`config.mk`:
```
export PLATFORM = sky130hd
export DESIGN_NAME = date_pattern_translator
export DESIGN_NICKNAME = d
export VERILOG_FILES = /design/src/design/dpt_pkg.sv /design/src/design/date_pattern_translator.sv /design/src/design/dpt_front.sv /design/src/design/dpt_queue.sv /design/src/design/dpt_back.sv
export SDC_FILE = /design/constraint.sdc
export NUM_CORES = 1
export LEC_CHECK = 0
export ABC_AREA = 0
export BUFFER_PORTS_ARGS = -buffer_cell sky130_fd_sc_hd__buf_2
export CAP_MARGIN = 10
export CORE_ASPECT_RATIO = 0.7
export CORE_UTILIZATION = 41
export CTS_BUF_LIST = sky130_fd_sc_hd__clkbuf_8
export DETAILED_ROUTE_END_ITERATION = 12
export GPL_TIMING_DRIVEN = 0
export PLACE_DENSITY = 0.55
export RECOVER_POWER = 50
export SETUP_SLACK_MARGIN = 0.15
export SLEW_MARGIN = 0
export SYNTH_ARGS = -nofsm -noshare
export SYNTH_HDL_FRONTEND = slang
export SYNTH_SLANG_ARGS = --single-unit
```
`constraint.sdc`:
```
create_clock -name clk -period 7.85 [get_ports clk]
set_clock_uncertainty 0.2 [all_clocks]
set_input_delay 1.57 -clock clk [delete_from_list [all_inputs] [get_ports clk]]
set_output_delay 1.57 -clock clk [all_outputs]
set_load 0.01 [all_outputs]
```
`src/design/dpt_pkg.sv`:
```
// Shared types and constants for the date pattern translator.
// Used by dpt_front, dpt_queue, dpt_back and date_pattern_translator.
`timescale 1ns / 1ps
`default_nettype none

package dpt_pkg;

  localparam logic [7:0] QUOTE   = 8'h27;
  localparam logic [7:0] PERCENT = 8'h25;
  localparam int unsigned MAX_OUT = 4;
  localparam int unsigned QDEPTH  = 2;

  typedef enum logic [1:0] {
    ST_OK          = 2'd0,
    ST_UNSUPPORTED = 2'd1,
    ST_UNCLOSED    = 2'd2
  } status_t;

  // One translated input item: up to four bytes plus end and status marks.
  typedef struct packed {
    logic [MAX_OUT-1:0][7:0] bytes;
    logic [2:0]              nres;
    logic                    has_chars;
    logic                    final_item;
    status_t                 status;
  } rec_t;

endpackage

`default_nettype wire

```
`src/design/date_pattern_translator.sv`:
```
// Date pattern translator: datetime pattern bytes in, strftime bytes out.
// A result is written to the record queue and then to the output register.
// Throughput: one input byte per cycle while the queue has room; the back
// part delivers one result per cycle while the user pops each one.
// Reset (synchronous, rst high) clears the pattern state, queue and output.
// Depends on dpt_pkg, dpt_front, dpt_queue and dpt_back.
`timescale 1ns / 1ps
`default_nettype none

module date_pattern_translator (
  input  logic       clk,
  input  logic       rst,
  input  logic       push,
  output logic       full,
  input  logic [7:0] pattern_char,
  input  logic       is_final,
  output logic       empty,
  input  logic       pop,
  output logic [7:0] out_char,
  output logic       char_valid,
  output logic       end_of_pattern,
  output logic [1:0] status
);
  import dpt_pkg::*;

  rec_t q_wdata;
  rec_t q_rdata;
  logic q_push;
  logic q_full;
  logic q_pop;
  logic q_empty;

  dpt_front u_front (
    .clk          (clk),
    .rst          (rst),
    .push         (push),
    .full         (full),
    .pattern_char (pattern_char),
    .is_final     (is_final),
    .q_push       (q_push),
    .q_data       (q_wdata),
    .q_full       (q_full)
  );

  dpt_queue u_queue (
    .clk   (clk),
    .rst   (rst),
    .push  (q_push),
    .wdata (q_wdata),
    .full  (q_full),
    .pop   (q_pop),
    .rdata (q_rdata),
    .empty (q_empty)
  );

  dpt_back u_back (
    .clk            (clk),
    .rst            (rst),
    .q_empty        (q_empty),
    .q_data         (q_rdata),
    .q_pop          (q_pop),
    .empty          (empty),
    .pop            (pop),
    .out_char       (out_char),
    .char_valid     (char_valid),
    .end_of_pattern (end_of_pattern),
    .status         (status)
  );

  a_status_on_end: assert property (@(posedge clk) disable iff (rst)
    (!empty && (status != ST_OK)) |-> end_of_pattern)
    else $error("nonzero status on a result that does not end the pattern");

  a_status_only_end: assert property (@(posedge clk) disable iff (rst)
    (!empty && !char_valid) |-> (end_of_pattern && (out_char == 8'h00)))
    else $error("status-only result is not the final one or carries a byte");

  a_reset_empty: assert property (@(posedge clk) rst |=> empty)
    else $error("result side not empty after reset");

  a_pop_without_transfer_holds: assert property (@(posedge clk) disable iff (rst)
    (q_empty && !empty && !pop) |=> !empty)
    else $error("waiting result lost without a transfer");

endmodule

`default_nettype wire

```
`src/design/dpt_front.sv`:
```
// Front part: accepts pattern bytes, tracks run and literal state and
// builds one record of output bytes per input byte. Depends on dpt_pkg.
`timescale 1ns / 1ps
`default_nettype none

module dpt_front (
  input  logic          clk,
  input  logic          rst,
  input  logic          push,
  output logic          full,
  input  logic [7:0]    pattern_char,
  input  logic          is_final,
  output logic          q_push,
  output dpt_pkg::rec_t q_data,
  input  logic          q_full
);
  import dpt_pkg::*;

  typedef struct packed {
    logic                    il;
    logic                    qp;
    logic [7:0]              rl;
    logic [2:0]              rlen;
    status_t                 err;
    logic [2:0]              ocnt;
    logic [MAX_OUT-1:0][7:0] obuf;
  } st_t;

  logic       inside_literal;
  logic       quote_pending;
  logic [7:0] run_letter;
  logic [2:0] run_length;
  status_t    error_code;
  logic       accept;
  st_t        s_in;
  st_t        s_out;

  function automatic logic [7:0] directive_of(logic [7:0] letter, logic [2:0] len);
    logic [7:0] d;
    d = 8'h00;
    if (letter == "y") begin
      if (len == 3'd4) d = "Y";
      else if (len == 3'd2) d = "y";
    end else if (len == 3'd2) begin
      unique case (letter)
        "M":     d = "m";
        "d":     d = "d";
        "H":     d = "H";
        "m":     d = "M";
        "s":     d = "S";
        default: d = 8'h00;
      endcase
    end
    return d;
  endfunction

  function automatic logic is_letter(logic [7:0] c);
    return ((c >= "A") && (c <= "Z")) || ((c >= "a") && (c <= "z"));
  endfunction

  function automatic st_t f_emit(st_t s, logic [7:0] c);
    st_t r;
    r = s;
    if ((r.err == ST_OK) && (r.ocnt < 3'(MAX_OUT))) begin
      r.obuf[r.ocnt[1:0]] = c;
      r.ocnt = r.ocnt + 3'd1;
    end
    return r;
  endfunction

  function automatic st_t f_emit_lit(st_t s, logic [7:0] c);
    st_t r;
    r = f_emit(s, c);
    if (c == PERCENT) r = f_emit(r, PERCENT);
    return r;
  endfunction

  function automatic st_t f_flush(st_t s);
    st_t        r;
    logic [7:0] d;
    r = s;
    d = directive_of(s.rl, s.rlen);
    if (s.rlen != 3'd0) begin
      if (d != 8'h00) begin
        r = f_emit(r, PERCENT);
        r = f_emit(r, d);
      end else if (r.err == ST_OK) begin
        r.err = ST_UNSUPPORTED;
      end
      r.rl = 8'h00;
      r.rlen = 3'd0;
    end
    return r;
  endfunction

  function automatic st_t f_plain(st_t s, logic [7:0] c);
    st_t r;
    r = s;
    if (c == QUOTE) begin
      r = f_flush(r);
      r.qp = 1'b1;
    end else if (is_letter(c)) begin
      if ((r.rlen != 3'd0) && (r.rl == c)) begin
        if (r.rlen < 3'd5) r.rlen = r.rlen + 3'd1;
      end else begin
        r = f_flush(r);
        r.rl = c;
        r.rlen = 3'd1;
      end
    end else begin
      r = f_flush(r);
      r = f_emit_lit(r, c);
    end
    return r;
  endfunction

  always_comb begin
    s_in = '{il: inside_literal, qp: quote_pending, rl: run_letter, rlen: run_length,
             err: error_code, ocnt: 3'd0, obuf: '0};
    s_out = s_in;
    if (s_in.err == ST_OK) begin
      if (s_in.qp) begin
        s_out.qp = 1'b0;
        if (pattern_char == QUOTE) begin
          s_out = f_emit_lit(s_out, QUOTE);
        end else if (s_in.il) begin
          s_out.il = 1'b0;
          s_out = f_plain(s_out, pattern_char);
        end else begin
          s_out.il = 1'b1;
          s_out = f_emit_lit(s_out, pattern_char);
        end
      end else if (s_in.il) begin
        if (pattern_char == QUOTE) s_out.qp = 1'b1;
        else s_out = f_emit_lit(s_out, pattern_char);
      end else begin
        s_out = f_plain(s_out, pattern_char);
      end
    end
    if (is_final && (s_out.err == ST_OK)) begin
      s_out = f_flush(s_out);
      if ((s_out.il != s_out.qp) && (s_out.err == ST_OK)) s_out.err = ST_UNCLOSED;
    end
  end

  always_comb begin
    q_data.bytes      = s_out.obuf;
    q_data.has_chars  = (s_out.ocnt != 3'd0);
    q_data.nres       = (is_final && (s_out.ocnt == 3'd0)) ? 3'd1 : s_out.ocnt;
    q_data.final_item = is_final;
    q_data.status     = s_out.err;
  end

  assign full   = q_full;
  assign accept = push && !q_full;
  assign q_push = accept && (q_data.nres != 3'd0);

  always_ff @(posedge clk) begin
    if (rst) begin
      inside_literal <= 1'b0;
      quote_pending  <= 1'b0;
      run_letter     <= 8'h00;
      run_length     <= 3'd0;
      error_code     <= ST_OK;
    end else if (accept) begin
      if (is_final) begin
        inside_literal <= 1'b0;
        quote_pending  <= 1'b0;
        run_letter     <= 8'h00;
        run_length     <= 3'd0;
        error_code     <= ST_OK;
      end else begin
        inside_literal <= s_out.il;
        quote_pending  <= s_out.qp;
        run_letter     <= s_out.rl;
        run_length     <= s_out.rlen;
        error_code     <= s_out.err;
      end
    end
  end

endmodule

`default_nettype wire

```
`src/design/dpt_queue.sv`:
```
// Short record queue between the front and back parts.
// Depends on dpt_pkg for the record type and depth.
`timescale 1ns / 1ps
`default_nettype none

module dpt_queue (
  input  logic          clk,
  input  logic          rst,
  input  logic          push,
  input  dpt_pkg::rec_t wdata,
  output logic          full,
  input  logic          pop,
  output dpt_pkg::rec_t rdata,
  output logic          empty
);
  import dpt_pkg::*;

  localparam int unsigned PW = $clog2(QDEPTH);

  rec_t              mem [QDEPTH];
  logic [PW-1:0]     wptr;
  logic [PW-1:0]     rptr;
  logic [PW:0]       count;
  logic              do_push;
  logic              do_pop;

  assign full    = (count == (PW+1)'(QDEPTH));
  assign empty   = (count == '0);
  assign do_push = push && !full;
  assign do_pop  = pop && !empty;
  assign rdata   = mem[rptr];

  always_ff @(posedge clk) begin
    if (do_push) mem[wptr] <= wdata;
  end

  always_ff @(posedge clk) begin
    if (rst) begin
      wptr  <= '0;
      rptr  <= '0;
      count <= '0;
    end else begin
      if (do_push) wptr <= wptr + 1'b1;
      if (do_pop) rptr <= rptr + 1'b1;
      if (do_push && !do_pop) count <= count + 1'b1;
      else if (do_pop && !do_push) count <= count - 1'b1;
    end
  end

endmodule

`default_nettype wire

```
`src/design/dpt_back.sv`:
```
// Back part: walks the bytes of each record and presents one result at a
// time in an output register. Depends on dpt_pkg.
`timescale 1ns / 1ps
`default_nettype none

module dpt_back (
  input  logic          clk,
  input  logic          rst,
  input  logic          q_empty,
  input  dpt_pkg::rec_t q_data,
  output logic          q_pop,
  output logic          empty,
  input  logic          pop,
  output logic [7:0]    out_char,
  output logic          char_valid,
  output logic          end_of_pattern,
  output logic [1:0]    status
);
  import dpt_pkg::*;

  logic [1:0] idx;
  logic       ovalid;
  logic       load;
  logic       last;

  assign last  = ({1'b0, idx} == (q_data.nres - 3'd1));
  assign load  = !q_empty && (q_data.nres != 3'd0) && (!ovalid || pop);
  assign q_pop = !q_empty && ((q_data.nres == 3'd0) || (load && last));
  assign empty = !ovalid;

  always_ff @(posedge clk) begin
    if (rst) begin
      ovalid <= 1'b0;
      idx    <= 2'd0;
    end else begin
      if (load) begin
        ovalid <= 1'b1;
        idx    <= last ? 2'd0 : idx + 2'd1;
      end else if (pop) begin
        ovalid <= 1'b0;
      end
    end
  end

  always_ff @(posedge clk) begin
    if (load) begin
      out_char       <= q_data.has_chars ? q_data.bytes[idx] : 8'h00;
      char_valid     <= q_data.has_chars;
      end_of_pattern <= q_data.final_item && last;
      status         <= (q_data.final_item && last) ? q_data.status : ST_OK;
    end
  end

endmodule

`default_nettype wire
```
Yosys cells after proc, flatten, opt, wreduce, memory -nomap -nowiden
Memory sizes are Yosys's and may differ from the RTL's. A register that Yosys moved wholly into a read port is not among the register bits.
Cells that the tools add are included.
{ "word_totals": {"regBits": 34, "latchBits": 0, "rom_bits": 0, "mem_count": 1, "ram_bits": 78, "inputBits": 13, "wordCells": 440} }
{ "op_classes": {"shifts": 0, "multipliers": 0, "magnitude_cmp": 45, "add_sub_neg": 20, "div": 0, "bitwise_logic": 15, "reduce_logical": 72, "n_mux": 251, "n_eq_ne": 22} }
{ "mem_list": {"columns": ["name", "words", "word_bits", "rd", "rd_ports_with_merged_regs", "wr", "line_no", "rtl"], "rows": [
  ["u_queue.mem", 2, 39, 1, 1, 1, "dpt_queue.sv:20", "rec_t mem [QDEPTH];"]
]} }
{ "ops": {"columns": ["op", "count"], "rows": [
  ["$mux 35", 37],
  ["$mux 50", 20],
  ["$mux 8", 91],
  ["$bwmux 32", 8],
  ["$demux 8 s2", 13],
  ["$mux 48", 4],
  ["$mux 37", 4],
  ["$mux 3", 48],
  ["$not 20->20", 5],
  ["$eq 8x7->1 const B", 12],
  ["$pmux 7 s5", 2],
  ["$and 20x20->20", 3],
  ["$reduce_bool 8->1", 6],
  ["$logic_and 1x1->1", 43],
  ["$add 3x1->3 const B", 14],
  ["$lt 2x3->1 const B", 14],
  ["$lt 3x3->1 const B", 14],
  ["$and 5x20->20", 2],
  ["$or 12x12->12", 3],
  ["$ge 2x1->1 const B", 13],
  ["$mux 2", 12],
  ["$or 3x12->12", 2],
  ["$bmux 8 s2", 1],
  ["$eq 8x6->1 const B", 2],
  ["20 further kinds", 52]
]} }

Logic depth before layout (Yosys ltp)
Gate-level depths: netlist of run 1.
{ "logic_depth": {"word_depth": 87, "mapped_depth": 29, "ltp_nobuf": 29} }

Cells and area by module
A second synthesis of run 1 with hierarchy kept.
{ "hier_totals": {"hier_cells": 677, "hier_area_um2": 7103.1} }
{ "modules_own_cells": {"columns": ["module", "n_inst", "seq_area_each_um2", "area_each_um2", "cells_per_inst"], "rows": [
  ["dpt_front", 1, 300.3, 3213.1, 469],
  ["dpt_queue", 1, 2442.3, 3024.2, 146],
  ["dpt_back", 1, 420.4, 865.8, 62]
]} }

Worst setup path after synthesis of run 1
No wires, ideal clock.
{ "synth_path": {"path_kind": "register -> register", "start": "register u_front.run_letter[3]", "end": "memory u_queue.mem[0][0] (netlist bit), enable pin", "setup_slack_ns": -0.174, "path_buffers": 1, "synth_period_minus_slack_ns": 8.024, "setup_time_ns": 0.484, "path_stages_with_launch": 25, "t_arrival_ns": 7.340, "cell_sequence": "dfxtp_1 -> buf_2 -> inv_1 -> nor4_1 -> nand3_1 -> a21oi_1 -> inv_1 -> ha_1 -> and2_1 -> ha_1 -> nor2_1 -> mux2i_1 -> a211oi_1 -> a211oi_1 -> o32ai_1 -> nand2_1 -> ha_1 -> a21o_1 -> inv_1 -> ha_1 -> o2111ai_1 -> o211ai_1 -> o2111ai_1 -> a211oi_2 -> nor3_1"} }
{ "synth_between": {"elab_chain_len": 55, "word_cells_on_any_way": 148, "cone_classes": "add/sub: 6; order compare: 6; eq/ne: 15; mux: 98; reduce/logical: 23"} }
{ "synth_lines": {"columns": ["element", "line_no", "rtl"], "rows": [
  ["start: declaration", "dpt_front.sv:31", "logic [7:0] run_letter;"],
  ["start signal: assignment", "dpt_front.sv:175", "run_letter <= s_out.rl;"],
  ["$eq 8x7->1", "dpt_front.sv:45", "unique case (letter)"],
  ["$pmux 7 s5", "dpt_front.sv:45", null],
  ["$mux 8", "dpt_front.sv:44", "end else if (len == 3'd2) begin"],
  ["$mux 8", "dpt_front.sv:41", "if (letter == \"y\") begin"],
  ["$mux 8", "dpt_front.sv:102", "end else if (is_letter(c)) begin"],
  ["$mux 8, on equally long branches", "dpt_front.sv:99, dpt_front.sv:126", null],
  ["$mux 8, on equally long branches", "dpt_front.sv:133, dpt_front.sv:124", null],
  ["$mux 8", "dpt_front.sv:122", "if (s_in.qp) begin"],
  ["[39 not listed]", null, null],
  ["$logic_not 3->1", "dpt_front.sv:149", "q_data.nres = (is_final && (s_out.ocnt == 3'd0)) ? 3'd1 : s_out.ocnt;"],
  ["$logic_and 1x1->1", "dpt_front.sv:149", null],
  ["$mux 3 *", "dpt_front.sv:149", null],
  ["$reduce_bool 3->1 *", "dpt_front.sv:156", "assign q_push = accept && (q_data.nres != 3'd0);"],
  ["$logic_and 1x1->1 *", "dpt_front.sv:156", null],
  ["$logic_and 1x1->1 *", "dpt_queue.sv:29", "assign do_push = push && !full;"],
  ["$mux 1 *", "dpt_queue.sv:34", "if (do_push) mem[wptr] <= wdata;"],
  ["$mux 1 (implied by the code) *", "dpt_queue.sv:34", null],
  ["end: declaration", "dpt_queue.sv:20", null]
]} }
Mark *: on every way between the ends. The rest lies on a longest branch, timed or not. The select of a mux whose other input is x is not followed.

Final worst setup path of run 1
{ "layout_path": {"start": "input port pattern_char[4]", "end": "register u_queue.count[1]"} }
{ "layout_between": {"elab_chain_len": 30, "word_cells_on_any_way": 73, "cone_classes": "add/sub: 2; order compare: 6; eq/ne: 11; mux: 35; reduce/logical: 19"} }
{ "layout_lines": {"columns": ["element", "line_no", "rtl"], "rows": [
  ["start: declaration", "date_pattern_translator.sv:15", "input logic [7:0] pattern_char,"],
  ["$ge 8x7->1, or another cell as far along", "dpt_front.sv:58", "return ((c >= \"A\") && (c <= \"Z\")) || ((c >= \"a\") && (c <= \"z\"));"],
  ["$logic_and 1x1->1, on equally long branches", "dpt_front.sv:58, dpt_front.sv:103", null],
  ["$logic_or 1x1->1 or $mux 37 (tied branches)", "dpt_front.sv:58, dpt_front.sv:103", null],
  ["$mux 50", "dpt_front.sv:102", null],
  ["$mux 50, on equally long branches", "dpt_front.sv:99, dpt_front.sv:126", null],
  ["$mux 50, on equally long branches", "dpt_front.sv:133, dpt_front.sv:124", null],
  ["$mux 50 *", "dpt_front.sv:122", null],
  ["$mux 50 *", "dpt_front.sv:121", "if (s_in.err == ST_OK) begin"],
  ["[15 not listed]", null, null],
  ["$mux 3 *", "dpt_front.sv:149", null],
  ["$reduce_bool 3->1 *", "dpt_front.sv:156", null],
  ["$logic_and 1x1->1 *", "dpt_front.sv:156", null],
  ["$logic_and 1x1->1 *", "dpt_queue.sv:29", null],
  ["named net u_queue.do_push", "dpt_queue.sv:24", "logic do_push;"],
  ["$logic_not 1->1", "dpt_queue.sv:46", "else if (do_pop && !do_push) count <= count - 1'b1;"],
  ["$logic_and 1x1->1", "dpt_queue.sv:46", null],
  ["$reduce_bool 2->1 (no line)", null, null],
  ["end signal: assignment", "dpt_queue.sv:45", "if (do_push && !do_pop) count <= count + 1'b1;"],
  ["end signal: assignment", "dpt_queue.sv:46", null],
  ["end: declaration", "dpt_queue.sv:23", "logic [PW:0] count;"]
]} }
The timed path passes the listed nets; every way through them passes the cells marked *. The select of a mux whose other input is x is not followed.
A chain may end at the register's enable or synchronous reset.

==> results of run 1 <==
## area by class of cell
cell class / count / area share (%)
Timing Repair Buffer: 30 / 2.52
Inverter: 25 / 1.17
Buffer: 40 / 2.52
Clock inverter: 14 / 1.91
Clock buffer: 18 / 3.10
Sequential cell: 113 / 39.5
Tap cell: 225 / 3.52
Multi-Input combinational cell: 525 / 45.7
## synthesized netlist by cell type (9+ instances only)
cell type / number / area share [%]
nand3_1: 15 / 1.1
a22oi_1: 15 / 1.6
nand4_1: 9 / 0.79
ha_1: 20 / 3.5
a211oi_1: 12 / 1.3
and2_1: 12 / 1.1
nor2_1: 63 / 3.3
buf_2: 9 / 0.63
a21oi_1: 34 / 2.4
clkbuf_1: 21 / 1.1
dfxtp_1: 23 / 6.5
a31oi_1: 9 / 0.79
nor3_1: 15 / 1.1
nand2_1: 64 / 3.4
or3_1: 9 / 0.79
edfxtp_1: 90 / 38
mux2i_1: 15 / 2.1
nand2b_1: 9 / 0.79
inv_1: 24 / 1.3
o21ai_0: 45 / 3.2
mux4_2: 16 / 5.1
xnor2_1: 10 / 1.2
o211ai_1: 12 / 1.3
## per-layer routing
metal | share of wire [%] | GRT usage [%] | vias to the layer above
li1 | - | - | 2781
met1 | 50 | 37.4 | 2935
met2 | 40 | 34.8 | 270
met3 | 9.5 | 8.39 | 19
met4 | 0.90 | 5.64 | 0
met5 | 0 | 0 | -
## critical path: stages
cell       delay [ns]
clkbuf_1         0.50
xnor2_1          0.19
nand3_1          0.11
nor3_1           0.89
a211oi_1         0.26
a31oi_1          0.76
and2_1           0.30
clkbuf_1         0.44
a21o_1           0.22
inv_1            0.05
ha_1             0.27
o2111ai_1        0.12
o211ai_1         0.22
o2111ai_1        0.32
a211oi_2         0.42
nor2_1           0.08
ha_1             0.33
or3_1            0.37
a21oi_1          0.14
## registers in the layout, indices dropped and copies added (netlist names), 2 cells and up, named ones only
register	cells
u_back.status	2
u_front.run_letter	8
u_front.run_length	3
u_back.idx	2
u_back.out_char	8
u_queue.mem	78
u_front.error_code	2
u_queue.count	2
## power by group
part | internal, µW | switching (µW)
Sequential | 792 | 32.8
Clock | 293 | 260
Combinational | 184 | 300
Total | 1270 | 592
## stage by stage
step	setup TNS [ns]	hold slack, ns	utilization (%)	instances
finish	0	0.312	48.1	990
global route	0	0.333	48.1	990
CTS	0	0.316	48.1	984
detailed placement	0	0.303	45.7	952
global placement	-79.27	0.285	45.2	949
floorplan	0	0.272	-	703
## final timing paths
kind | from | to | slack, ns | cells past startpoint
worst max register to register | u_front.run_letter[4]$_SDFFE_PP0P_ | u_queue.count[1]$_SDFFE_PP0P_ | 0.63 | 28
worst max-delay path | pattern_char[4] | u_queue.count[1]$_SDFFE_PP0P_ | 0.43 | 19
worst min register to register | u_queue.rptr$_SDFFE_PP0P_ | flop | 0.31 | 2
worst min-delay path | u_queue.rptr$_SDFFE_PP0P_ | flop | 0.31 | 2
## what timing repair did
action / CTS / global route
setup buffers: 0 / 6
setup endpoints to repair: 0 / 79
hold buffers: 0 / 0
gates resized for setup: 0 / 2
## cells by family (layout without fill, tap and decap cells)
logic type	after synthesis	in the layout	synth area share [%]
xor gates and xnor gates	14	14	1.72
muxes	34	34	7.65
DFF	113	113	44.5
buffers and inverters	65	127	4.27
other	1	4	0.0527
adders and majority gates	20	20	3.52
AOI/OAI and AO/OA	210	210	20.7
and+or+nand+nor	243	243	17.7
==> impl_metrics.tcl, run 1 <==
set metrics [dict create \
    dp_hpwl_um 16400 \
    rsz0062_at_grt "yes" \
    p_total_uw 1860 \
    p_leak_uw 0.00277 \
    die_h_um 112 \
    die_w_um 159 \
    async_flop_share_pct 0 \
    coreArea_um2 16600 \
    cts-root-buf "clkbuf_8" \
    clock_sinks 113 \
    maxCapViolations 0 \
    htree_levels 4 \
    synth_cell_types 89 \
    drive_gt1_share_pct 13.3 \
    overflow 0 \
    pwr_density_cell_nw_per_um2 233 \
    yosys_warnings 0 \
    layout.nets 785 \
    clk_pin_slew_ns 0.07 \
    slew_headroom_pct 26.0 \
    groute.usage.overall_pct 25.1 \
    portBuffers 21 \
    finalSetupViolCount 0 \
    multi_input_area_um2 3660 \
    stdcell_area_um2 8000 \
    fin_ws_ns 0.427 \
    route.vias.total 6005 \
    drc 0 \
    fin_crit_ns 7.42 \
    fill_cells 1560 \
    layout_common_cells "edfxtp_1 (90), nand2_1 (64), nor2_1 (62)" \
    endpoint_kind "flop" \
    fin_crit_sh_pct 94.6 \
    synth_edf_count 90 \
    rows 39 \
    viasPerCell 6.07 \
    cts_tree "yes" \
    drt_first_pass_iters 7 \
    syn-cell-area_um2 7120 \
    ys_seq_elements 113 \
    die-area_um2 17900 \
    synth_ff_type "edfxtp_1" \
    routed_wl_um 21700 \
    clk-insertion-delay-late_ns 0.45 \
    diodes 0 \
    placed_area_um2 7600 \
    area_delta_synth_final_pct 12.4 \
    first_iter_violations 609 \
    antenna_found_initial 0 \
    synthCells 700 \
    grt_max_degree 25 \
    grt_pass1_vias 5662 \
    dp_slack_ns 0.498 \
    synth-seq-area-share_pct 44.5 \
    final_max_slew_viol_count 0 \
    grt_pass1_wl_um 33600 \
    synth_area_per_cell_um2 10.2 \
    worst_hold_path_type "reg2reg" \
    worstSetupStartpointType "primary input" \
    worstPathMaxFanout 10 \
    hold_viol 0 \
    clock.fmax_mhz 135 \
    layout_commonest_cell "edfxtp_1" \
    irDropWorstVdd_uv 143 \
    required_ns 8.01 \
    critical_path_arrival_ns 7.58 \
    ios 27 \
    critPathKind "in2reg" \
    clk_path_buf_depth 2 \
    start_util_pct 42.8 \
    ant_nets 0 \
    numCtsBuffers 17 \
    post_drt_wl_per_cell_um 21.9 \
    gp_congestion 0.975 \
    status "complete, no violations" \
    seqCellArea_um2 3160 \
    worst_pin_slew_ns 1.10 \
]
No activity file was read; power rests on OpenSTA's default activity.
==> run 2: changes to the inputs <==
--- a/config.mk
+++ b/config.mk
@@ -10,7 +10,7 @@
 export CAP_MARGIN = 10
 export CORE_ASPECT_RATIO = 0.7
 export CORE_UTILIZATION = 41
-export CTS_BUF_LIST = sky130_fd_sc_hd__clkbuf_8
+export CTS_BUF_LIST = sky130_fd_sc_hd__clkbuf_16
 export DETAILED_ROUTE_END_ITERATION = 12
 export GPL_TIMING_DRIVEN = 0
 export PLACE_DENSITY = 0.55
==> impl_metrics.tcl, run 2 (synthesized netlist as in run 1, its figures left out) <==
set metrics [dict create \
    first_iter_violations 639 \
    clock.fmax_mhz 135 \
    critical_path_arrival_ns 7.52 \
    dp.cells 952 \
    fin_crit_sh_pct 94.1 \
    stdcell_count 990 \
    fin_ws_ns 0.460 \
    finalSetupViolCount 0 \
    reg.largest.list "u_queue.mem x78, u_back.out_char x8, u_front.run_letter x8" \
    die-area_um2 17900 \
    portBuffers 21 \
    layout_commonest_cell "edfxtp_1" \
    irDropWorstVdd_uv 142 \
    slowest_delay_ns 0.89 \
    critPathKind "in2reg" \
    start_util_pct 42.8 \
    htree_levels 4 \
    dp_hpwl_um 16400 \
    numCtsBuffers 17 \
    status "complete, no violations" \
    clk_path_buf_depth 2 \
    top_register "u_queue.mem" \
    drt_first_pass_iters 6 \
    dp_slack_ns 0.498 \
    layout.nets 785 \
    groute.usage.overall_pct 25.3 \
    clk-insertion-delay-late_ns 0.42 \
    ios 27 \
    coreArea_um2 16600 \
    cp_cell_sequence "clkbuf_1, xnor2_1, nand3_1, nor3_1, a211oi_1, a31oi_1, and2_0, clkbuf_1, a21o_1, inv_1, ha_1, o2111ai_1, o211ai_1, o2111ai_2, a211oi_2, nor2_1, ha_1, or3_1, a21oi_1" \
    drive_gt1_share_pct 13.3 \
    cts-root-buf "clkbuf_16" \
    worstPathMaxFanout 10 \
    ant_nets 0 \
    grt_pass1_vias 5687 \
    route.vias.total 6004 \
    required_ns 7.98 \
    path_buf_inv 3 \
    crit_family "compound AO/OA/AOI/OAI gates" \
    tns_ns 0 \
    overflow 0 \
    worst_hold_path_type "reg2reg" \
    hold_viol 0 \
    rows 39 \
    worst_pin_slew_ns 1.10 \
    diodes 0 \
    endpoint_kind "flop" \
    gp_congestion 0.975 \
    antenna_found_initial 0 \
    grt_max_degree 25 \
    drc 0 \
    post_drt_wl_per_cell_um 21.9 \
    clk_pin_slew_ns 0.05 \
    rsz0062_at_grt "no" \
    pwr_density_cell_nw_per_um2 252 \
    die_w_um 159 \
    clock_sinks 113 \
    p_leak_uw 0.00285 \
    p_total_uw 2060 \
    layout_common_cells "edfxtp_1 (90), nand2_1 (64), nor2_1 (62)" \
    fill_cells 1531 \
    final_max_slew_viol_count 0 \
    die_h_um 112 \
    worstSetupStartpointType "primary input" \
    largest_reg_flops 78 \
    slew_headroom_pct 26.0 \
    fin_crit_ns 7.39 \
    grt_pass1_wl_um 33700 \
    cts_tree "yes" \
    routed_wl_um 21700 \
    maxCapViolations 0 \
    slowest_stage "nor3_1" \
    postLayoutCoreUtil_pct 49.2 \
    viasPerCell 6.06 \
    area_delta_synth_final_pct 15.0 \
]
[run 2: per-stage QoR]
stage	hold WS (ns)	area, µm²
3_3_place_gp	0.285	7520
3_5_place_dp	0.303	7600
2_1_floorplan	0.272	7130
6_report	0.312	8190
4_1_cts	0.314	8180
5_1_grt	0.331	8190
[run 2: tightest hold or removal path, stage by stage (launching register included)]
cell and delay [ns]:
dfxtp_1 0.32, xor2_1 0.08, nor2_1 0.08
[run 2: layout make-up]
cell class / instances / area (µm²) / area share [%]
sequential: 113 / 3160 / 38.6
clock inverter: 15 / 156 / 1.91
inverter: 25 / 93.8 / 1.15
timing repair buffer: 30 / 201 / 2.46
tap: 225 / 282 / 3.44
buffer: 40 / 201 / 2.46
clock buffer: 17 / 425 / 5.20
multi-input combinational: 525 / 3660 / 44.7
[run 2: path summary, 6_finish.rpt]
| check | from | to | slack (ns) | cells after the start |
|---|---|---|---|---|
| worst max-delay path | pattern_char[4] | u_queue.count[1]$_SDFFE_PP0P_ | 0.46 | 19 |
| worst min-delay path | u_queue.rptr$_SDFFE_PP0P_ | flop | 0.31 | 2 |
| worst max register to register | u_front.run_letter[4]$_SDFFE_PP0P_ | u_queue.count[1]$_SDFFE_PP0P_ | 0.70 | 28 |
| worst min register to register | u_queue.rptr$_SDFFE_PP0P_ | flop | 0.31 | 2 |
[run 2: what timing repair did]
action                     in CTS  in global routing
setup endpoints to repair       0                 79
setup buffers                   0                  6
hold buffers                    0                  0
hold endpoints to repair        0                  0
resized for setup               0                  3
[run 2: routing by layer]
layer  share of wire, %  wire (µm)  global-route usage [%]  vias up
li1                   -          -                       -     2787
met5                  0          0                       0        -
met1                 50      10700                    37.7     2939
met2                 40       8650                    34.8      262
met4               0.92        199                    6.41        0
met3                9.5       2060                    8.20       16
[run 2: report_power, final]
part	switching (µW)	total [µW]	internal [µW]
combinational	300	483	184
sequential	33.6	827	793
clock	286	755	468
==> run 3: changes to the inputs <==
--- a/config.mk
+++ b/config.mk
@@ -19,4 +19,6 @@
 export SLEW_MARGIN = 0
 export SYNTH_ARGS = -nofsm -noshare
 export SYNTH_HDL_FRONTEND = slang
+export SYNTH_HIERARCHICAL = 1
 export SYNTH_SLANG_ARGS = --single-unit
+export TNS_END_PERCENT = 5
==> impl_metrics.tcl, run 3 <==
set metrics [dict create \
    seqCellArea_um2 3160 \
    critPathKind "in2reg" \
    layout.nets 751 \
    crit_family "compound AO/OA/AOI/OAI gates" \
    p_sw_share_pct 29.2 \
    synth_top_family_by_area "simple AND/OR/NAND/NOR gates" \
    cp_cell_sequence "clkbuf_1, or4_1, o21ai_4, nor2_1, a211oi_1, a22oi_1, nand4_1, o221ai_1, a21o_4, nand2_2, mux2_1, a21oi_1, inv_1, or3_1, inv_2" \
    cts_setup_buffers 0 \
    worst_pin_slew_ns 1.75 \
    synth_compound_area_share_pct 17.7 \
    worst_hold_path_type "reg2reg" \
    synth_edf_count 90 \
    status "finished, violations left" \
    gp_congestion 1.00 \
    synth_top_area_share_pct 38.0 \
    rsz0062_at_grt "no" \
    fin_crit_ns 7.24 \
    combPwrFrac_pct 23.4 \
    synthXorXnorAreaFrac_pct 2.10 \
    layout_commonest_cell "edfxtp_1" \
    antenna_found_initial 0 \
    viasPerCell 6.07 \
    drt_first_pass_iters 6 \
    ys_top_cells_by_area "edfxtp_1 (38%), dfxtp_1 (6.5%), mux2_2 (6.3%)" \
    top_register "u_queue/mem" \
    drive_gt1_share_pct 18.1 \
    setup.worst_path.end "u_queue/mem[0][10]$_DFFE_PP_" \
    ios 27 \
    path_buf_inv 3 \
    first_iter_violations 728 \
    portBuffers 22 \
    ff2ff_path_depth 25 \
    stdcell_count 959 \
    clk-insertion-delay-late_ns 0.41 \
    seq_power_share_pct 38.5 \
    grt_max_degree 40 \
    finalSetupViolCount 0 \
    synth_area_per_cell_um2 10.5 \
    postLayoutCoreUtil_pct 48.4 \
    ys_top_cells_by_count "edfxtp_1 (90), nor2_1 (59), nand2_1 (52), mux2_2 (40), a21oi_1 (38)" \
    ys_seq_elements 113 \
    synth-seq-area-share_pct 44.5 \
    largest_reg_flops 78 \
    slew_headroom_pct -17.1 \
    r2r_slack_ns 1.27 \
    htree_levels 4 \
    coreArea_um2 16600 \
    switchingPower_uw 629 \
    route.vias.total 5823 \
    grt_pass1_wl_um 32500 \
    die_h_um 112 \
    yosysTopAreaCell "edfxtp_1" \
    p_leak_uw 0.00289 \
    cts_tree "yes" \
    groute.usage.overall_pct 24.1 \
    synth_mux_area_share_pct 9.97 \
    final_max_slew_viol_count 10 \
    clk_path_buf_depth 2 \
    critical_path_arrival_ns 7.07 \
    synth_ff_type "edfxtp_1" \
    slowest_delay_ns 1.36 \
    reg.largest.list "u_queue/mem x78, u_back/out_char x8, u_front/run_letter x8" \
    irDropWorstVdd_uv 180 \
    worstSetupStartpointType "primary input" \
    die_w_um 159 \
    maxCapViolations 1 \
    hold_viol 0 \
    layout_common_cells "edfxtp_1 (90), nor2_1 (59), nand2_1 (54)" \
    routed_wl_um 20900 \
    clock_sinks 113 \
    r2r-end "u_queue/mem[0][10]$_DFFE_PP_" \
    endpoint_kind "flop" \
    tns_ns 0 \
    fill_cells 1573 \
    die-area_um2 17900 \
    drc 0 \
    slowest_stage "a211oi_1" \
    post_drt_wl_per_cell_um 21.8 \
    ant_nets 0 \
    synth_most_common_cell "edfxtp_1" \
    numCtsBuffers 17 \
    overflow 0 \
    cp-startpoint "pattern_char[1]" \
    pwr-share-clk_pct 38.1 \
    fin_crit_sh_pct 92.2 \
    synthAdderAreaFrac_pct 2.99 \
    pwr_density_cell_nw_per_um2 268 \
    dp.cells 926 \
    cts_hold_buffers 0 \
    power.internal_uw 1530 \
    cts-root-buf "clkbuf_16" \
    synth_cell_types 95 \
    yosys.area_share.simple_pct 17.9 \
    required_ns 7.68 \
    clk_pin_slew_ns 0.06 \
    clock.fmax_mhz 138 \
    r2r_start "u_front/run_length[0]$_SDFFE_PP0P_" \
    rows 39 \
    syn-cell-area_um2 7100 \
    synthCells 677 \
    multi_input_area_um2 3540 \
    worstPathMaxFanout 39 \
    start_util_pct 42.7 \
    area_delta_synth_final_pct 13.4 \
    yosys_warnings 6 \
    cp.depth 15 \
    violations "capacitance limit, slew limit" \
    diodes 0 \
    dp_hpwl_um 15100 \
    grt_pass1_vias 5512 \
    async_flop_share_pct 0 \
    post_cts_resized 0 \
]
-- run 3: logic make-up (layout without fill, tap and decap cells) --
family,count (synthesis),in the layout
compound gates,170,170
xor+xnor,17,17
fa+ha+maj,17,17
buf+inv,68,124
flops,113,113
mux,54,54
other cells,1,2
simple gates,237,237
-- run 3: power by group through the flow --
| stage | registers, µW | logic [µW] | clock network (µW) |
|---|---|---|---|
| after floorplan | 852 | 344 | 0 |
| after global placement | 841 | 505 | 0 |
| after detailed placement | 842 | 519 | 0 |
| after CTS | 832 | 524 | 837 |
| after global routing | 844 | 554 | 865 |
| final | 831 | 505 | 822 |
-- run 3: cell type report --
| class | instances | area share [%] |
|---|---|---|
| Multi-Input combinational cell | 497 | 43.9 |
| Timing Repair Buffer | 24 | 1.46 |
| Clock inverter | 15 | 2.55 |
| Tap cell | 225 | 3.49 |
| Sequential cell | 113 | 39.3 |
| Buffer | 43 | 2.87 |
| Inverter | 25 | 1.16 |
| Clock buffer | 17 | 5.28 |
-- run 3: stage by stage --
step	hold slack, ns	area, µm²	total power (µW)	setup slack (ns)
after floorplan	0.252	7110	1200	1.32
after global placement	0.268	7500	1350	0.254
after detailed placement	0.289	7520	1360	0.696
after CTS	0.302	8150	2190	1.10
after global routing	0.329	8060	2260	0.411
final	0.292	8060	2160	0.612
-- run 3: how the worst min path moves through the flow --
stage               slack, ns                         to  cells past startpoint                 startpoint
CTS                      0.30  u_queue/wptr$_SDFFE_PP0P_                      2  u_queue/wptr$_SDFFE_PP0P_
finish                   0.29  u_queue/wptr$_SDFFE_PP0P_                      2  u_queue/wptr$_SDFFE_PP0P_
global route             0.33  u_queue/wptr$_SDFFE_PP0P_                      2  u_queue/wptr$_SDFFE_PP0P_
global placement         0.27  u_queue/wptr$_SDFFE_PP0P_                      2  u_queue/wptr$_SDFFE_PP0P_
detailed placement       0.29  u_queue/wptr$_SDFFE_PP0P_                      2  u_queue/wptr$_SDFFE_PP0P_
floorplan                0.25  u_queue/wptr$_SDFFE_PP0P_                      2  u_queue/wptr$_SDFFE_PP0P_
-- run 3: per-layer routing --
| layer | up-vias | part of all wire (%) | GRT usage, % |
|---|---|---|---|
| met5 | - | 0 | 0 |
| met4 | 0 | 1.3 | 6.22 |
| met3 | 31 | 10 | 7.50 |
| met2 | 306 | 41 | 33.5 |
| met1 | 2836 | 48 | 35.9 |
| li1 | 2650 | - | - |
-- run 3: worst min-delay path, delay by kind of cell (launching register included) --
kind / cells / cell delay, ns
flip-flops: 1 / 0.31
AO/OA/AOI/OAI: 2 / 0.13
